===== config.mk =====
export PLATFORM = sky130hd
export DESIGN_NAME = packet_class_stats_counters_flat
export DESIGN_NICKNAME = d
export VERILOG_FILES = /design/src/rtl/pcsc_pkg.sv /design/src/rtl/pcsc_ifs.sv /design/src/rtl/pcsc_csr.sv /design/src/rtl/pcsc_ctrl.sv /design/src/rtl/pcsc_dp.sv /design/src/rtl/packet_class_stats_counters.sv /design/src/flat_wrapper.sv
export SDC_FILE = /design/constraint.sdc
export NUM_CORES = 2
export LEC_CHECK = 0
export BUFFER_PORTS_ARGS = -buffer_cell sky130_fd_sc_hd__buf_2
export CAP_MARGIN = 20
export CORE_UTILIZATION = 49
export CTS_BUF_LIST = sky130_fd_sc_hd__clkbuf_4
export CTS_CLUSTER_SIZE = 14
export DETAILED_ROUTE_END_ITERATION = 16
export PLACE_DENSITY = 0.67
export REMOVE_ABC_BUFFERS = 1
export SLEW_MARGIN = 20
export SYNTH_ARGS = -nofsm -noshare
export SYNTH_HDL_FRONTEND = slang
export SYNTH_SLANG_ARGS = --single-unit

===== constraint.sdc =====
create_clock -name clock -period 18.38 [get_ports clock]
set_input_delay 1.838 -clock clock [delete_from_list [all_inputs] [get_ports clock]]
set_output_delay 1.838 -clock clock [all_outputs]
set_load 0.03 [all_outputs]

===== src/rtl/pcsc_pkg.sv =====
// Shared types and constants for the per-class packet and byte counters.
// No dependencies; every other file of the block imports this package.
package pcsc_pkg;

   localparam int NUM_CLASSES = 15;
   localparam int CLASS_W     = $clog2(NUM_CLASSES);
   localparam int CNT_W       = 32;
   localparam int STAMP_W     = 64;
   localparam int APB_ADDR_W  = 6;
   localparam int APB_DATA_W  = 64;

   localparam logic [CLASS_W-1:0] LAST_CLASS = CLASS_W'(NUM_CLASSES - 1);

   // class indexes
   localparam int C_ANY     = 0;
   localparam int C_V4      = 1;
   localparam int C_V6      = 2;
   localparam int C_IN      = 3;
   localparam int C_OUT     = 4;
   localparam int C_TCP     = 5;
   localparam int C_UDP     = 6;
   localparam int C_ICMP    = 7;
   localparam int C_LOWPORT = 8;
   localparam int C_SYN     = 9;
   localparam int C_FIN     = 10;
   localparam int C_SYNACK  = 11;
   localparam int C_ACK     = 12;
   localparam int C_PSH     = 13;
   localparam int C_SERVER  = 14;

   // TCP flag bit positions
   localparam int FL_FIN = 0;
   localparam int FL_SYN = 1;
   localparam int FL_PSH = 3;
   localparam int FL_ACK = 4;

   localparam logic [1:0] DIR_IN    = 2'd0;
   localparam logic [1:0] DIR_OUT   = 2'd1;
   localparam logic [1:0] TR_TCP    = 2'd1;
   localparam logic [1:0] TR_UDP    = 2'd2;
   localparam logic [1:0] TR_ICMP   = 2'd3;
   localparam logic [3:0] IP_VER_4  = 4'd4;
   localparam logic [3:0] IP_VER_6  = 4'd6;

   localparam logic [15:0] LOW_PORT_MAX  = 16'd1024;
   localparam logic [15:0] EXCLUDED_PORT = 16'd22;

   // register indexes, taken from paddr[5:3]
   localparam logic [2:0] REG_V4_ADDR = 3'd0;
   localparam logic [2:0] REG_V4_EN   = 3'd1;
   localparam logic [2:0] REG_V6_HIGH = 3'd2;
   localparam logic [2:0] REG_V6_LOW  = 3'd3;
   localparam logic [2:0] REG_V6_EN   = 3'd4;

   typedef struct packed {
      logic [31:0] v4_addr;
      logic        v4_en;
      logic [63:0] v6_high;
      logic [63:0] v6_low;
      logic        v6_en;
   } pcsc_cfg_type;

   typedef struct packed {
      logic               count_en;
      logic               load_ts;
      logic               commit_ts;
      logic               rd_en;
      logic               rd_last;
      logic [CLASS_W-1:0] rd_idx;
   } pcsc_cmd_type;

   typedef struct packed {
      logic out_free;
   } pcsc_sts_type;

endpackage


===== src/rtl/pcsc_ifs.sv =====
// Valid/ready channel interfaces for requests and responses.
// Depends on pcsc_pkg for the class index width.
interface pcsc_req_if import pcsc_pkg::*; ();
   logic        valid;
   logic        ready;
   logic        func;
   logic [15:0] pkt_length;
   logic [1:0]  direction;
   logic        is_ip;
   logic [3:0]  ip_version;
   logic [1:0]  transport;
   logic [7:0]  tcp_ctl_bits;
   logic [15:0] remote_port;
   logic [63:0] remote_addr_high;
   logic [63:0] remote_addr_low;
   logic        addr_is_v6;
   logic [STAMP_W-1:0] new_timestamp;

   modport source (
      output valid, func, pkt_length, direction, is_ip, ip_version, transport,
             tcp_ctl_bits, remote_port, remote_addr_high, remote_addr_low,
             addr_is_v6, new_timestamp,
      input  ready
   );
   modport sink (
      input  valid, func, pkt_length, direction, is_ip, ip_version, transport,
             tcp_ctl_bits, remote_port, remote_addr_high, remote_addr_low,
             addr_is_v6, new_timestamp,
      output ready
   );
endinterface

interface pcsc_rsp_if import pcsc_pkg::*; ();
   logic               valid;
   logic               ready;
   logic [CLASS_W-1:0] category;
   logic [CNT_W-1:0]   packet_total;
   logic [CNT_W-1:0]   byte_total;
   logic [STAMP_W-1:0] interval_start;
   logic               last;

   modport source (
      output valid, category, packet_total, byte_total, interval_start, last,
      input  ready
   );
   modport sink (
      input  valid, category, packet_total, byte_total, interval_start, last,
      output ready
   );
endinterface


===== src/rtl/pcsc_csr.sv =====
// APB register file holding the server address match settings.
// Depends on pcsc_pkg for register indexes and the config struct.
module pcsc_csr import pcsc_pkg::*; (
   input  logic                  clock,
   input  logic                  reset,
   input  logic                  psel,
   input  logic                  penable,
   input  logic                  pwrite,
   input  logic [APB_ADDR_W-1:0] paddr,
   input  logic [APB_DATA_W-1:0] pwdata,
   output logic [APB_DATA_W-1:0] prdata,
   output logic                  pready,
   output pcsc_cfg_type          cfg
);

   pcsc_cfg_type cfg_ff, cfg_in;
   logic [2:0]   reg_idx;
   logic         wr_en;

   assign pready  = 1'b1;
   assign reg_idx = paddr[APB_ADDR_W-1:3];
   assign wr_en   = psel && penable && pwrite;
   assign cfg     = cfg_ff;

   always_comb begin
      cfg_in = cfg_ff;
      if (wr_en) begin
         unique case (reg_idx)
            REG_V4_ADDR: cfg_in.v4_addr = pwdata[31:0];
            REG_V4_EN:   cfg_in.v4_en   = pwdata[0];
            REG_V6_HIGH: cfg_in.v6_high = pwdata;
            REG_V6_LOW:  cfg_in.v6_low  = pwdata;
            REG_V6_EN:   cfg_in.v6_en   = pwdata[0];
            default:     cfg_in = cfg_ff;
         endcase
      end
   end

   always_comb begin
      unique case (reg_idx)
         REG_V4_ADDR: prdata = {32'd0, cfg_ff.v4_addr};
         REG_V4_EN:   prdata = {63'd0, cfg_ff.v4_en};
         REG_V6_HIGH: prdata = cfg_ff.v6_high;
         REG_V6_LOW:  prdata = cfg_ff.v6_low;
         REG_V6_EN:   prdata = {63'd0, cfg_ff.v6_en};
         default:     prdata = '0;
      endcase
   end

   always_ff @(posedge clock) begin
      if (reset) begin
         cfg_ff <= '0;
      end else begin
         cfg_ff <= cfg_in;
      end
   end

endmodule


===== src/rtl/pcsc_ctrl.sv =====
// Controller: accepts requests and sequences the per-class readout.
// Depends on pcsc_pkg for the command and status structs.
module pcsc_ctrl import pcsc_pkg::*; (
   input  logic         clock,
   input  logic         reset,
   input  logic         req_valid,
   input  logic         req_func,
   output logic         req_ready,
   input  pcsc_sts_type sts,
   output pcsc_cmd_type cmd
);

   localparam logic ST_IDLE = 1'b0;
   localparam logic ST_READ = 1'b1;

   logic               state_ff, state_in;
   logic [CLASS_W-1:0] idx_ff, idx_in;

   always_comb begin
      cmd       = '0;
      req_ready = 1'b0;
      state_in  = state_ff;
      idx_in    = idx_ff;
      unique case (state_ff)
         ST_IDLE: begin
            req_ready = 1'b1;
            if (req_valid) begin
               if (req_func) begin
                  cmd.load_ts = 1'b1;
                  idx_in      = '0;
                  state_in    = ST_READ;
               end else begin
                  cmd.count_en = 1'b1;
               end
            end
         end
         ST_READ: begin
            // advance one class each time the output register can take it
            if (sts.out_free) begin
               cmd.rd_en  = 1'b1;
               cmd.rd_idx = idx_ff;
               if (idx_ff == LAST_CLASS) begin
                  cmd.rd_last   = 1'b1;
                  cmd.commit_ts = 1'b1;
                  state_in      = ST_IDLE;
               end else begin
                  idx_in = idx_ff + 1'b1;
               end
            end
         end
         default: state_in = ST_IDLE;
      endcase
   end

   always_ff @(posedge clock) begin
      if (reset) begin
         state_ff <= ST_IDLE;
         idx_ff   <= '0;
      end else begin
         state_ff <= state_in;
         idx_ff   <= idx_in;
      end
   end

endmodule


===== src/rtl/pcsc_dp.sv =====
// Datapath: classifier, counter bank, interval stamp and response register.
// Depends on pcsc_pkg and the response channel interface.
module pcsc_dp import pcsc_pkg::*; (
   input  logic               clock,
   input  logic               reset,
   input  pcsc_cmd_type       cmd,
   output pcsc_sts_type       sts,
   input  pcsc_cfg_type       cfg,
   input  logic [15:0]        pkt_length,
   input  logic [1:0]         direction,
   input  logic               is_ip,
   input  logic [3:0]         ip_version,
   input  logic [1:0]         transport,
   input  logic [7:0]         tcp_ctl_bits,
   input  logic [15:0]        remote_port,
   input  logic [63:0]        remote_addr_high,
   input  logic [63:0]        remote_addr_low,
   input  logic               addr_is_v6,
   input  logic [STAMP_W-1:0] new_timestamp,
   pcsc_rsp_if.source         rsp_ch
);

   logic [CNT_W-1:0]   pkt_cnt_ff  [NUM_CLASSES];
   logic [CNT_W-1:0]   byte_cnt_ff [NUM_CLASSES];
   logic [STAMP_W-1:0] stamp_ff, stamp_next_ff;
   logic [NUM_CLASSES-1:0] hit;
   logic known_dir, is_tcp, srv_match;

   logic               rsp_valid_ff, rsp_valid_in;
   logic [CLASS_W-1:0] rsp_cat_ff;
   logic [CNT_W-1:0]   rsp_pkt_ff, rsp_byte_ff;
   logic [STAMP_W-1:0] rsp_stamp_ff;
   logic               rsp_last_ff;

   // classify the request
   always_comb begin
      known_dir = (direction == DIR_IN) || (direction == DIR_OUT);
      is_tcp    = is_ip && (transport == TR_TCP);
      if (addr_is_v6) begin
         srv_match = cfg.v6_en && (remote_addr_high == cfg.v6_high) &&
                     (remote_addr_low == cfg.v6_low);
      end else begin
         srv_match = cfg.v4_en && (remote_addr_low[31:0] == cfg.v4_addr);
      end
      hit            = '0;
      hit[C_ANY]     = 1'b1;
      hit[C_IN]      = (direction == DIR_IN);
      hit[C_OUT]     = (direction == DIR_OUT);
      hit[C_V4]      = is_ip && (ip_version == IP_VER_4);
      hit[C_V6]      = is_ip && (ip_version == IP_VER_6);
      hit[C_TCP]     = is_tcp;
      hit[C_UDP]     = is_ip && (transport == TR_UDP);
      hit[C_ICMP]    = is_ip && (transport == TR_ICMP);
      hit[C_SYN]     = is_tcp && tcp_ctl_bits[FL_SYN];
      hit[C_FIN]     = is_tcp && tcp_ctl_bits[FL_FIN];
      hit[C_SYNACK]  = is_tcp && tcp_ctl_bits[FL_SYN] && tcp_ctl_bits[FL_ACK];
      hit[C_ACK]     = is_tcp && tcp_ctl_bits[FL_ACK];
      hit[C_PSH]     = is_tcp && tcp_ctl_bits[FL_PSH];
      hit[C_LOWPORT] = is_ip && known_dir && (remote_port != 16'd0) &&
                       (remote_port <= LOW_PORT_MAX);
      hit[C_SERVER]  = is_ip && known_dir && srv_match &&
                       (remote_port != EXCLUDED_PORT);
   end

   // bump matching classes; clear each class as it is read out
   always_ff @(posedge clock) begin
      if (reset) begin
         for (int i = 0; i < NUM_CLASSES; i++) begin
            pkt_cnt_ff[i]  <= '0;
            byte_cnt_ff[i] <= '0;
         end
      end else begin
         for (int i = 0; i < NUM_CLASSES; i++) begin
            if (cmd.count_en && hit[i]) begin
               pkt_cnt_ff[i]  <= pkt_cnt_ff[i] + 1'b1;
               byte_cnt_ff[i] <= byte_cnt_ff[i] + CNT_W'(pkt_length);
            end else if (cmd.rd_en && (cmd.rd_idx == CLASS_W'(i))) begin
               pkt_cnt_ff[i]  <= '0;
               byte_cnt_ff[i] <= '0;
            end
         end
      end
   end

   always_ff @(posedge clock) begin
      if (reset) begin
         stamp_ff <= '0;
      end else if (cmd.commit_ts) begin
         stamp_ff <= stamp_next_ff;
      end
   end

   always_ff @(posedge clock) begin
      if (cmd.load_ts) begin
         stamp_next_ff <= new_timestamp;
      end
   end

   // response register
   assign sts.out_free = !rsp_valid_ff || rsp_ch.ready;

   always_comb begin
      rsp_valid_in = rsp_valid_ff;
      if (cmd.rd_en) begin
         rsp_valid_in = 1'b1;
      end else if (rsp_ch.ready) begin
         rsp_valid_in = 1'b0;
      end
   end

   always_ff @(posedge clock) begin
      if (reset) begin
         rsp_valid_ff <= 1'b0;
      end else begin
         rsp_valid_ff <= rsp_valid_in;
      end
   end

   always_ff @(posedge clock) begin
      if (cmd.rd_en) begin
         rsp_cat_ff   <= cmd.rd_idx;
         rsp_pkt_ff   <= pkt_cnt_ff[cmd.rd_idx];
         rsp_byte_ff  <= byte_cnt_ff[cmd.rd_idx];
         rsp_stamp_ff <= stamp_ff;
         rsp_last_ff  <= cmd.rd_last;
      end
   end

   assign rsp_ch.valid          = rsp_valid_ff;
   assign rsp_ch.category       = rsp_cat_ff;
   assign rsp_ch.packet_total   = rsp_pkt_ff;
   assign rsp_ch.byte_total     = rsp_byte_ff;
   assign rsp_ch.interval_start = rsp_stamp_ff;
   assign rsp_ch.last           = rsp_last_ff;

endmodule


===== src/rtl/packet_class_stats_counters.sv =====
// Channel   | Direction | Carries
// req_ch    | in        | count request (func 0) or readout request (func 1)
// rsp_ch    | out       | one class pair per response, last on the final class
// psel etc. | in/out    | APB register port, server address match settings
//
// A count request is taken while idle; back-to-back count requests go at one per cycle outside a readout.
// A readout request gives 15 responses, at most one per cycle, paced by the single
// response register; new requests wait until the last one is loaded.
// Reset is synchronous; no clearing pass is needed.
// A stalled response holds its register and the readout sequence with it.
// Top level of the per-class packet and byte counters.
// Depends on pcsc_pkg, the channel interfaces, pcsc_csr, pcsc_ctrl and pcsc_dp.
module packet_class_stats_counters import pcsc_pkg::*; (
   input  logic                  clock,
   input  logic                  reset,
   pcsc_req_if.sink              req_ch,
   pcsc_rsp_if.source            rsp_ch,
   input  logic                  psel,
   input  logic                  penable,
   input  logic                  pwrite,
   input  logic [APB_ADDR_W-1:0] paddr,
   input  logic [APB_DATA_W-1:0] pwdata,
   output logic [APB_DATA_W-1:0] prdata,
   output logic                  pready
);

   pcsc_cfg_type cfg;
   pcsc_cmd_type cmd;
   pcsc_sts_type sts;

   pcsc_csr u_csr (
      .clock   (clock),
      .reset   (reset),
      .psel    (psel),
      .penable (penable),
      .pwrite  (pwrite),
      .paddr   (paddr),
      .pwdata  (pwdata),
      .prdata  (prdata),
      .pready  (pready),
      .cfg     (cfg)
   );

   pcsc_ctrl u_ctrl (
      .clock     (clock),
      .reset     (reset),
      .req_valid (req_ch.valid),
      .req_func  (req_ch.func),
      .req_ready (req_ch.ready),
      .sts       (sts),
      .cmd       (cmd)
   );

   pcsc_dp u_dp (
      .clock            (clock),
      .reset            (reset),
      .cmd              (cmd),
      .sts              (sts),
      .cfg              (cfg),
      .pkt_length       (req_ch.pkt_length),
      .direction        (req_ch.direction),
      .is_ip            (req_ch.is_ip),
      .ip_version       (req_ch.ip_version),
      .transport        (req_ch.transport),
      .tcp_ctl_bits     (req_ch.tcp_ctl_bits),
      .remote_port      (req_ch.remote_port),
      .remote_addr_high (req_ch.remote_addr_high),
      .remote_addr_low  (req_ch.remote_addr_low),
      .addr_is_v6       (req_ch.addr_is_v6),
      .new_timestamp    (req_ch.new_timestamp),
      .rsp_ch           (rsp_ch)
   );

endmodule


===== src/flat_wrapper.sv =====
// flat-port wrapper written by rule: the top's interface ports become plain ports
module packet_class_stats_counters_flat import pcsc_pkg::*;
  (clock, reset, psel, penable, pwrite, paddr, pwdata, prdata, pready, req_ch_valid, req_ch_func, req_ch_pkt_length, req_ch_direction, req_ch_is_ip, req_ch_ip_version, req_ch_transport, req_ch_tcp_ctl_bits, req_ch_remote_port, req_ch_remote_addr_high, req_ch_remote_addr_low, req_ch_addr_is_v6, req_ch_new_timestamp, req_ch_ready, rsp_ch_valid, rsp_ch_category, rsp_ch_packet_total, rsp_ch_byte_total, rsp_ch_interval_start, rsp_ch_last, rsp_ch_ready);
  pcsc_req_if req_ch_i ();
  pcsc_rsp_if rsp_ch_i ();
  input  logic clock;
  input  logic reset;
  input  logic psel;
  input  logic penable;
  input  logic pwrite;
  input  logic [APB_ADDR_W-1:0] paddr;
  input  logic [APB_DATA_W-1:0] pwdata;
  output logic [APB_DATA_W-1:0] prdata;
  output logic pready;
  input wire logic [$bits(req_ch_i.valid)-1:0] req_ch_valid;
  input wire logic [$bits(req_ch_i.func)-1:0] req_ch_func;
  input wire logic [$bits(req_ch_i.pkt_length)-1:0] req_ch_pkt_length;
  input wire logic [$bits(req_ch_i.direction)-1:0] req_ch_direction;
  input wire logic [$bits(req_ch_i.is_ip)-1:0] req_ch_is_ip;
  input wire logic [$bits(req_ch_i.ip_version)-1:0] req_ch_ip_version;
  input wire logic [$bits(req_ch_i.transport)-1:0] req_ch_transport;
  input wire logic [$bits(req_ch_i.tcp_ctl_bits)-1:0] req_ch_tcp_ctl_bits;
  input wire logic [$bits(req_ch_i.remote_port)-1:0] req_ch_remote_port;
  input wire logic [$bits(req_ch_i.remote_addr_high)-1:0] req_ch_remote_addr_high;
  input wire logic [$bits(req_ch_i.remote_addr_low)-1:0] req_ch_remote_addr_low;
  input wire logic [$bits(req_ch_i.addr_is_v6)-1:0] req_ch_addr_is_v6;
  input wire logic [$bits(req_ch_i.new_timestamp)-1:0] req_ch_new_timestamp;
  output wire logic [$bits(req_ch_i.ready)-1:0] req_ch_ready;
  output wire logic [$bits(rsp_ch_i.valid)-1:0] rsp_ch_valid;
  output wire logic [$bits(rsp_ch_i.category)-1:0] rsp_ch_category;
  output wire logic [$bits(rsp_ch_i.packet_total)-1:0] rsp_ch_packet_total;
  output wire logic [$bits(rsp_ch_i.byte_total)-1:0] rsp_ch_byte_total;
  output wire logic [$bits(rsp_ch_i.interval_start)-1:0] rsp_ch_interval_start;
  output wire logic [$bits(rsp_ch_i.last)-1:0] rsp_ch_last;
  input wire logic [$bits(rsp_ch_i.ready)-1:0] rsp_ch_ready;
  assign req_ch_i.valid = req_ch_valid;
  assign req_ch_i.func = req_ch_func;
  assign req_ch_i.pkt_length = req_ch_pkt_length;
  assign req_ch_i.direction = req_ch_direction;
  assign req_ch_i.is_ip = req_ch_is_ip;
  assign req_ch_i.ip_version = req_ch_ip_version;
  assign req_ch_i.transport = req_ch_transport;
  assign req_ch_i.tcp_ctl_bits = req_ch_tcp_ctl_bits;
  assign req_ch_i.remote_port = req_ch_remote_port;
  assign req_ch_i.remote_addr_high = req_ch_remote_addr_high;
  assign req_ch_i.remote_addr_low = req_ch_remote_addr_low;
  assign req_ch_i.addr_is_v6 = req_ch_addr_is_v6;
  assign req_ch_i.new_timestamp = req_ch_new_timestamp;
  assign req_ch_ready = req_ch_i.ready;
  assign rsp_ch_valid = rsp_ch_i.valid;
  assign rsp_ch_category = rsp_ch_i.category;
  assign rsp_ch_packet_total = rsp_ch_i.packet_total;
  assign rsp_ch_byte_total = rsp_ch_i.byte_total;
  assign rsp_ch_interval_start = rsp_ch_i.interval_start;
  assign rsp_ch_last = rsp_ch_i.last;
  assign rsp_ch_i.ready = rsp_ch_ready;
  packet_class_stats_counters u_core (.clock(clock), .reset(reset), .req_ch(req_ch_i), .rsp_ch(rsp_ch_i), .psel(psel), .penable(penable), .pwrite(pwrite), .paddr(paddr), .pwdata(pwdata), .prdata(prdata), .pready(pready));
endmodule

# After elaboration in Yosys (flattened, before gate mapping)
# Memories as Yosys holds them, arrays and structs flattened. A register that Yosys moved wholly into a read port is not among the register bits.
# Cells that the tools add are included.
[word_totals] register_bits=365 ramBits=960 in_bits=320 out_inout_bits=200 mem_count=2
[memory_table] name="u_core.u_dp.byte_cnt_ff" words=15 word_bits=32 read_ports=16 rd_clocked_by_memory_dff=1 wr=15 line_no="pcsc_dp.sv:24" source="logic [CNT_W-1:0] byte_cnt_ff [NUM_CLASSES];"
[memory_table] name="u_core.u_dp.pkt_cnt_ff" words=15 word_bits=32 read_ports=16 rd_clocked_by_memory_dff=1 wr=15 line_no="pcsc_dp.sv:23" source="logic [CNT_W-1:0] pkt_cnt_ff [NUM_CLASSES];"
[op_classes] n_addsub=31 order_cmp=1 n_eq_ne=33 muxes=188 bitwise_logic=61 reduce_logical=64
[ops] operator="$mux 32" n=60
[ops] operator="$add 32x1->32 const B" n=15
[ops] operator="$add 32x16->32" n=15
[ops] operator="$pmux 64 s5" n=1
[ops] operator="$eq 64x64->1" n=2
[ops] operator="$mux 1" n=117
[ops] operator="$or 1x1->1" n=60
[ops] operator="$logic_and 1x1->1" n=49
[ops] operator="$eq 32x32->1" n=1
[ops] operator="$eq 4x4->1 const B" n=8
[ops] operator="$eq 4x3->1 const B" n=6
[ops] operator="$le 16x11->1 const B" n=1
[ops] operator="$mux 4" n=4
[ops] operator="$ne 16x5->1 const B" n=1
[ops] operator="$reduce_bool 16->1" n=1
[ops] operator="$mux 7" n=2
[ops] operator="$reduce_and 2->1" n=6
[ops] operator="$eq 4x2->1 const B" n=2
[ops] operator="$pmux 4 s2" n=1
[ops] operator="$eq 3x2->1 const B" n=2
[ops] operator="$ne 2x2->1 const B" n=3
[ops] operator="$add 4x1->4 const B" n=1
[ops] operator="$eq 2x1->1 const B" n=2
[ops] operator="$eq 2x2->1 const B" n=2
[ops] operator="other kinds (14)" n=16

# Logic depth before layout (Yosys ltp)
[logic_depth] ltp_word=12 mapped_depth=13 ltp_nobuf=11

# Cells and area by module
# From an unflattened synthesis, not the netlist that was laid out.
[hier_totals] hier_cells=7664 hier_area_um2=82703.1
[by_module_without_submodules] module="pcsc_dp" instances=1 cells_each=6755 area_each_um2=74511.5 seq_area_each_um2=36044.6
[by_module_without_submodules] module="pcsc_csr" instances=1 cells_each=871 area_each_um2=7868.8 seq_area_each_um2=3243.1
[by_module_without_submodules] module="pcsc_ctrl" instances=1 cells_each=38 area_each_um2=322.8 seq_area_each_um2=100.1

# Worst setup path before layout
# No wires, ideal clock.
[synth_path] path_type="input-to-reg" start="input rsp_ch_ready" end="memory u_core.u_dp.byte_cnt_ff[0][0] (enable)" setup_time_ns=0.433 arrival_ns=8.375 t_required_ns=17.947 path_slack_ns=9.572 stages=9 cell_sequence="nand2b_1 > buf_2 > nand2_1 > inv_2 > buf_2 > buf_1 > buf_1 > nand3_1 > nand3_1"
[synth_lines] element="start: declaration" line_no="flat_wrapper.sv:35" source="input wire logic [$bits(rsp_ch_i.ready)-1:0] rsp_ch_ready;"
[synth_lines] element="end: declaration" line_no="pcsc_dp.sv:24"

# Worst setup path in the final report
[layout_path] start="input paddr[3]" end="output prdata[46]"
[layout_between] elab_chain_cells=2
[layout_lines] element="start: declaration" line_no="flat_wrapper.sv:11" source="input logic [APB_ADDR_W-1:0] paddr;"
[layout_lines] element="$eq 3x3->1 (tied with other cells)" line_no="pcsc_csr.sv:40" source="unique case (reg_idx)"
[layout_lines] element="$pmux 64 s5 (*)" line_no="pcsc_csr.sv:40"
[layout_lines] element="end: declaration" line_no="flat_wrapper.sv:13" source="output logic [APB_DATA_W-1:0] prdata;"
# Mark *: on every way between the ends. The rest lies on a longest branch, timed or not.

==> key figures <==
GRT
  • Gr ovfl total: 0
  • Pin count of the biggest net entering global routing: 160
  • First-pass GRT wire length: 399,000 um
  • Initial antenna violation count: 61
  • Vias in the first global route: 67,532
  • Tot GR Track Use: 30.5%

Place
  • Routability cong.: 0.971
  • HPWL reported at the end of detailed placement: 189,000 um
  • Number of I/O port buffers: 511
  • Inst Count DP: 10,919
  • Placed Area: 87,000 um^2
  • Setup WS pre-CTS: 11.81 ns

CTS
  • Post_cts resized: 0
  • Worst-Skew Late Latency: 1.41 ns
  • Root Buffer: clkbuf_4
  • Post-CTS setup buffer count: 0
  • CTS Sinks: 1,389
  • Clock Tree Buf Depth: 4
  • # hold bufs at CTS: 0
  • Clk slew on worst S/H paths: 0.07 ns
  • CTS tree: done
  • CTS buffer count: 398
  • H-tree depth: 5

Worst setup path
  • Startpoint Class: input port
  • R2R depth: 9
  • RR Startpoint: u_core.u_dp.rsp_ch.valid
  • Crit Path Max Fanout: 38
  • Reg2Reg Capture Point: u_core.u_dp.byte_cnt_ff[7][4]
  • Crit path to: prdata[46]
  • WS Path Type: input port to output port
  • Critical Path Source: paddr[3]
  • Arrival @ worst endpoint: 4.84 ns
  • Setup crit end kind: output port
  • CP required: 16.54 ns
  • Worst reg-to-reg setup slack: 13.42 ns

STA
  • Clock skew: 0.144 ns
  • Rel. slew slack: 22.1%
  • Final setup margin: 11.70 ns
  • FMAX: 150 MHz
  • Crit share post-route: 36.3%
  • Min cycle time layout: 6.68 ns
  • Final Setup Violations: 0
  • Setup TNS: 0 ns
  • Worst-margin pin slew: 1.16 ns
  • Slew Limit Fails: 0
  • RSZ-0062 raised after global routing: no
  • Final Hold Viols: 0

Die
  • Starting Density: 49.3%
  • Core Region: 167,000 um^2
  • Die Footprint: 170,000 um^2
  • Chip Height: 412 um
  • Die Span X: 412 um
  • # rows: 150
  • I/O Pins: 520

Yosys
  • Post-synth EDFFs: 1,157
  • Synth Flop Type: edfxtp_1
  • Sequential-to-total area share from yosys stat: 47.9%
  • Synth async-reset ratio: 0%
  • Yosys warns: 0
  • Netlist cell types: 106
  • Syn Inst Count: 8,508
  • Seq cells post-synth: 1,389
  • Mapped Area: 82,300 um^2
  • Syn_area_per_cell: 9.67 um^2

Hold path
  • Worst Hold Depth: 0
  • Hold Crit Class: flip-flop to flip-flop

Detailed routing
  • Final ANT Viol Nets: 0
  • Vias: 70,475
  • 1st-iter DRT viols: 6,682
  • Post-route DRC: 0
  • Detailed Routing Iterations Pass 1: 6
  • Total routed wirelength: 265,000 um
  • Post-DR wirelength/cell: 22.8 um
  • DR vias/cell: 6.05

Layout
  • Finished Cell Area: 92,100 um^2
  • Synth-to-layout area growth: 11.9%
  • Nets: 9,711
  • Commonest non-fill, non-tap cell in the layout: nor2_1
  • Post-Layout Cell Count: 11,640
  • Share of layout cells above drive strength 1: 14.9%
  • Commonest cells after routing, fill and taps aside: nor2_1, edfxtp_1, nand2_1

Power
  • Max VDD drop: 0.0839 mV
  • Leakage Power: 0.0332 uW
  • Pwr/cell area: 83.5 nW/um^2

Job
  • Max Cap Viol: 0

Outcome
  • Status: completed
metrics by stage:
step,total power (uW),hold WS (ns),util (%)
6_report,7690,0.413,55.2
5_1_grt,8010,0.419,55.2
4_1_cts,7730,0.410,55.1
3_5_place_dp,4830,0.413,52.2
3_3_place_gp,4800,0.412,52.1
2_1_floorplan,4480,0.408,-
where the power goes:
| group | total, uW | internal [uW] | leakage (uW) | switching, uW |
|---|---|---|---|---|
| Combinational | 1060 | 389 | 0.0166 | 670 |
| Sequential | 3730 | 3590 | 0.0137 | 146 |
| Clock | 2900 | 1490 | 0.00292 | 1410 |
cell type report:
type,instances,area [um^2]
Fill cell,14821,74800
Multi-Input combinational cell,6530,40900
Sequential cell,1389,39400
Clock buffer,589,4420
Timing Repair Buffer,603,3320
Tap cell,2204,2760
Inverter,197,747
Clock inverter,88,437
Antenna cell,40,100
flip-flops by register name, indices dropped and copies added (netlist names):
| name | count |
|---|---|
| u_core.u_dp.stamp_next_ff | 64 |
| u_core.u_ctrl.idx_ff | 4 |
| u_core.u_dp.rsp_ch.packet_total | 32 |
| u_core.u_dp.byte_cnt_ff | 480 |
| u_core.u_dp.pkt_cnt_ff | 480 |
| u_core.u_ctrl.state_ff | 1 |
| u_core.u_dp.rsp_ch.last | 1 |
| u_core.u_csr.cfg | 162 |
| u_core.u_dp.stamp_ff | 64 |
| u_core.u_dp.rsp_ch.valid | 1 |
| u_core.u_dp.rsp_ch.byte_total | 32 |
| u_core.u_dp.rsp_ch.interval_start | 64 |
| u_core.u_dp.rsp_ch.category | 4 |
cells in the mapped netlist (16+ instances only):
cell type	count	area, um^2
nor2_1	1266	4750
a221oi_1	66	578
nor2b_1	53	332
nor3_1	162	811
and3_1	189	1180
nor3b_1	18	135
xnor2_1	328	2870
nand2b_1	53	332
buf_1	46	173
nand3_1	304	1520
or3_1	131	820
a211oi_1	78	586
a21o_1	64	480
o221ai_1	82	718
and4_1	42	368
inv_1	190	713
mux2i_1	178	1780
a31oi_1	37	231
a21boi_0	16	120
and2_1	55	344
o21bai_1	21	158
o21a_1	51	383
o22ai_1	27	169
a22o_1	30	263
o31ai_1	24	180
o211ai_1	64	480
nand2_1	916	3440
nand4_1	135	845
o21ai_0	211	1060
a22oi_1	40	300
buf_2	36	180
a221o_1	25	250
o21ai_1	40	200
nor4_1	47	294
ha_1	257	3220
dfxtp_1	232	4640
xor2_1	479	4200
a21oi_1	764	3820
clkbuf_1	308	1160
edfxtp_1	1157	34700
mux4_2	49	1100
layer usage:
layer	vias to the layer above	GRT usage (%)	part of all wire [%]
li1	32557	-	-
met1	34013	38.4	39
met2	3236	48.8	47
met3	623	7.76	9.7
met4	46	14.3	4.5
met5	-	0	0.11
how the worst min path moves through the flow:
stage / startpoint / end / slack [ns]
after floorplan: u_core.u_dp.stamp_ff[0] / u_core.u_dp.rsp_ch.interval_start[0] / 0.41
after global placement: u_core.u_dp.stamp_ff[10] / u_core.u_dp.rsp_ch.interval_start[10] / 0.41
after detailed placement: u_core.u_dp.stamp_ff[13] / u_core.u_dp.rsp_ch.interval_start[13] / 0.41
after CTS: u_core.u_dp.stamp_ff[59] / u_core.u_dp.rsp_ch.interval_start[59] / 0.41
after global routing: u_core.u_dp.stamp_ff[8] / u_core.u_dp.rsp_ch.interval_start[8] / 0.42
final: u_core.u_dp.stamp_ff[46] / u_core.u_dp.rsp_ch.interval_start[46] / 0.41
logic make-up (layout without fill, tap and decap cells):
| group | count (synthesis) | count (layout) | synth area share (%) |
|---|---|---|---|
| AO/OA/AOI/OAI | 1761 | 1761 | 13.5 |
| XOR/XNOR | 807 | 807 | 8.59 |
| adder cells (fa/ha/maj) | 272 | 272 | 4.27 |
| buffers and inverters | 589 | 1477 | 2.75 |
| flip-flops | 1389 | 1389 | 47.9 |
| multiplexers | 233 | 233 | 3.59 |
| other | 1 | 41 | 0.00456 |
| AND/OR/NAND/NOR | 3456 | 3456 | 19.4 |
critical path: stages:
cell and delay (ns):
buf_2 0.08, buf_4 0.51, and2_1 0.22, buf_4 0.42, nor2b_2 0.23, buf_4 0.38, inv_1 0.36, o21ai_0 0.45
buf_2 0.28
Power figures use the tool's default switching activity.
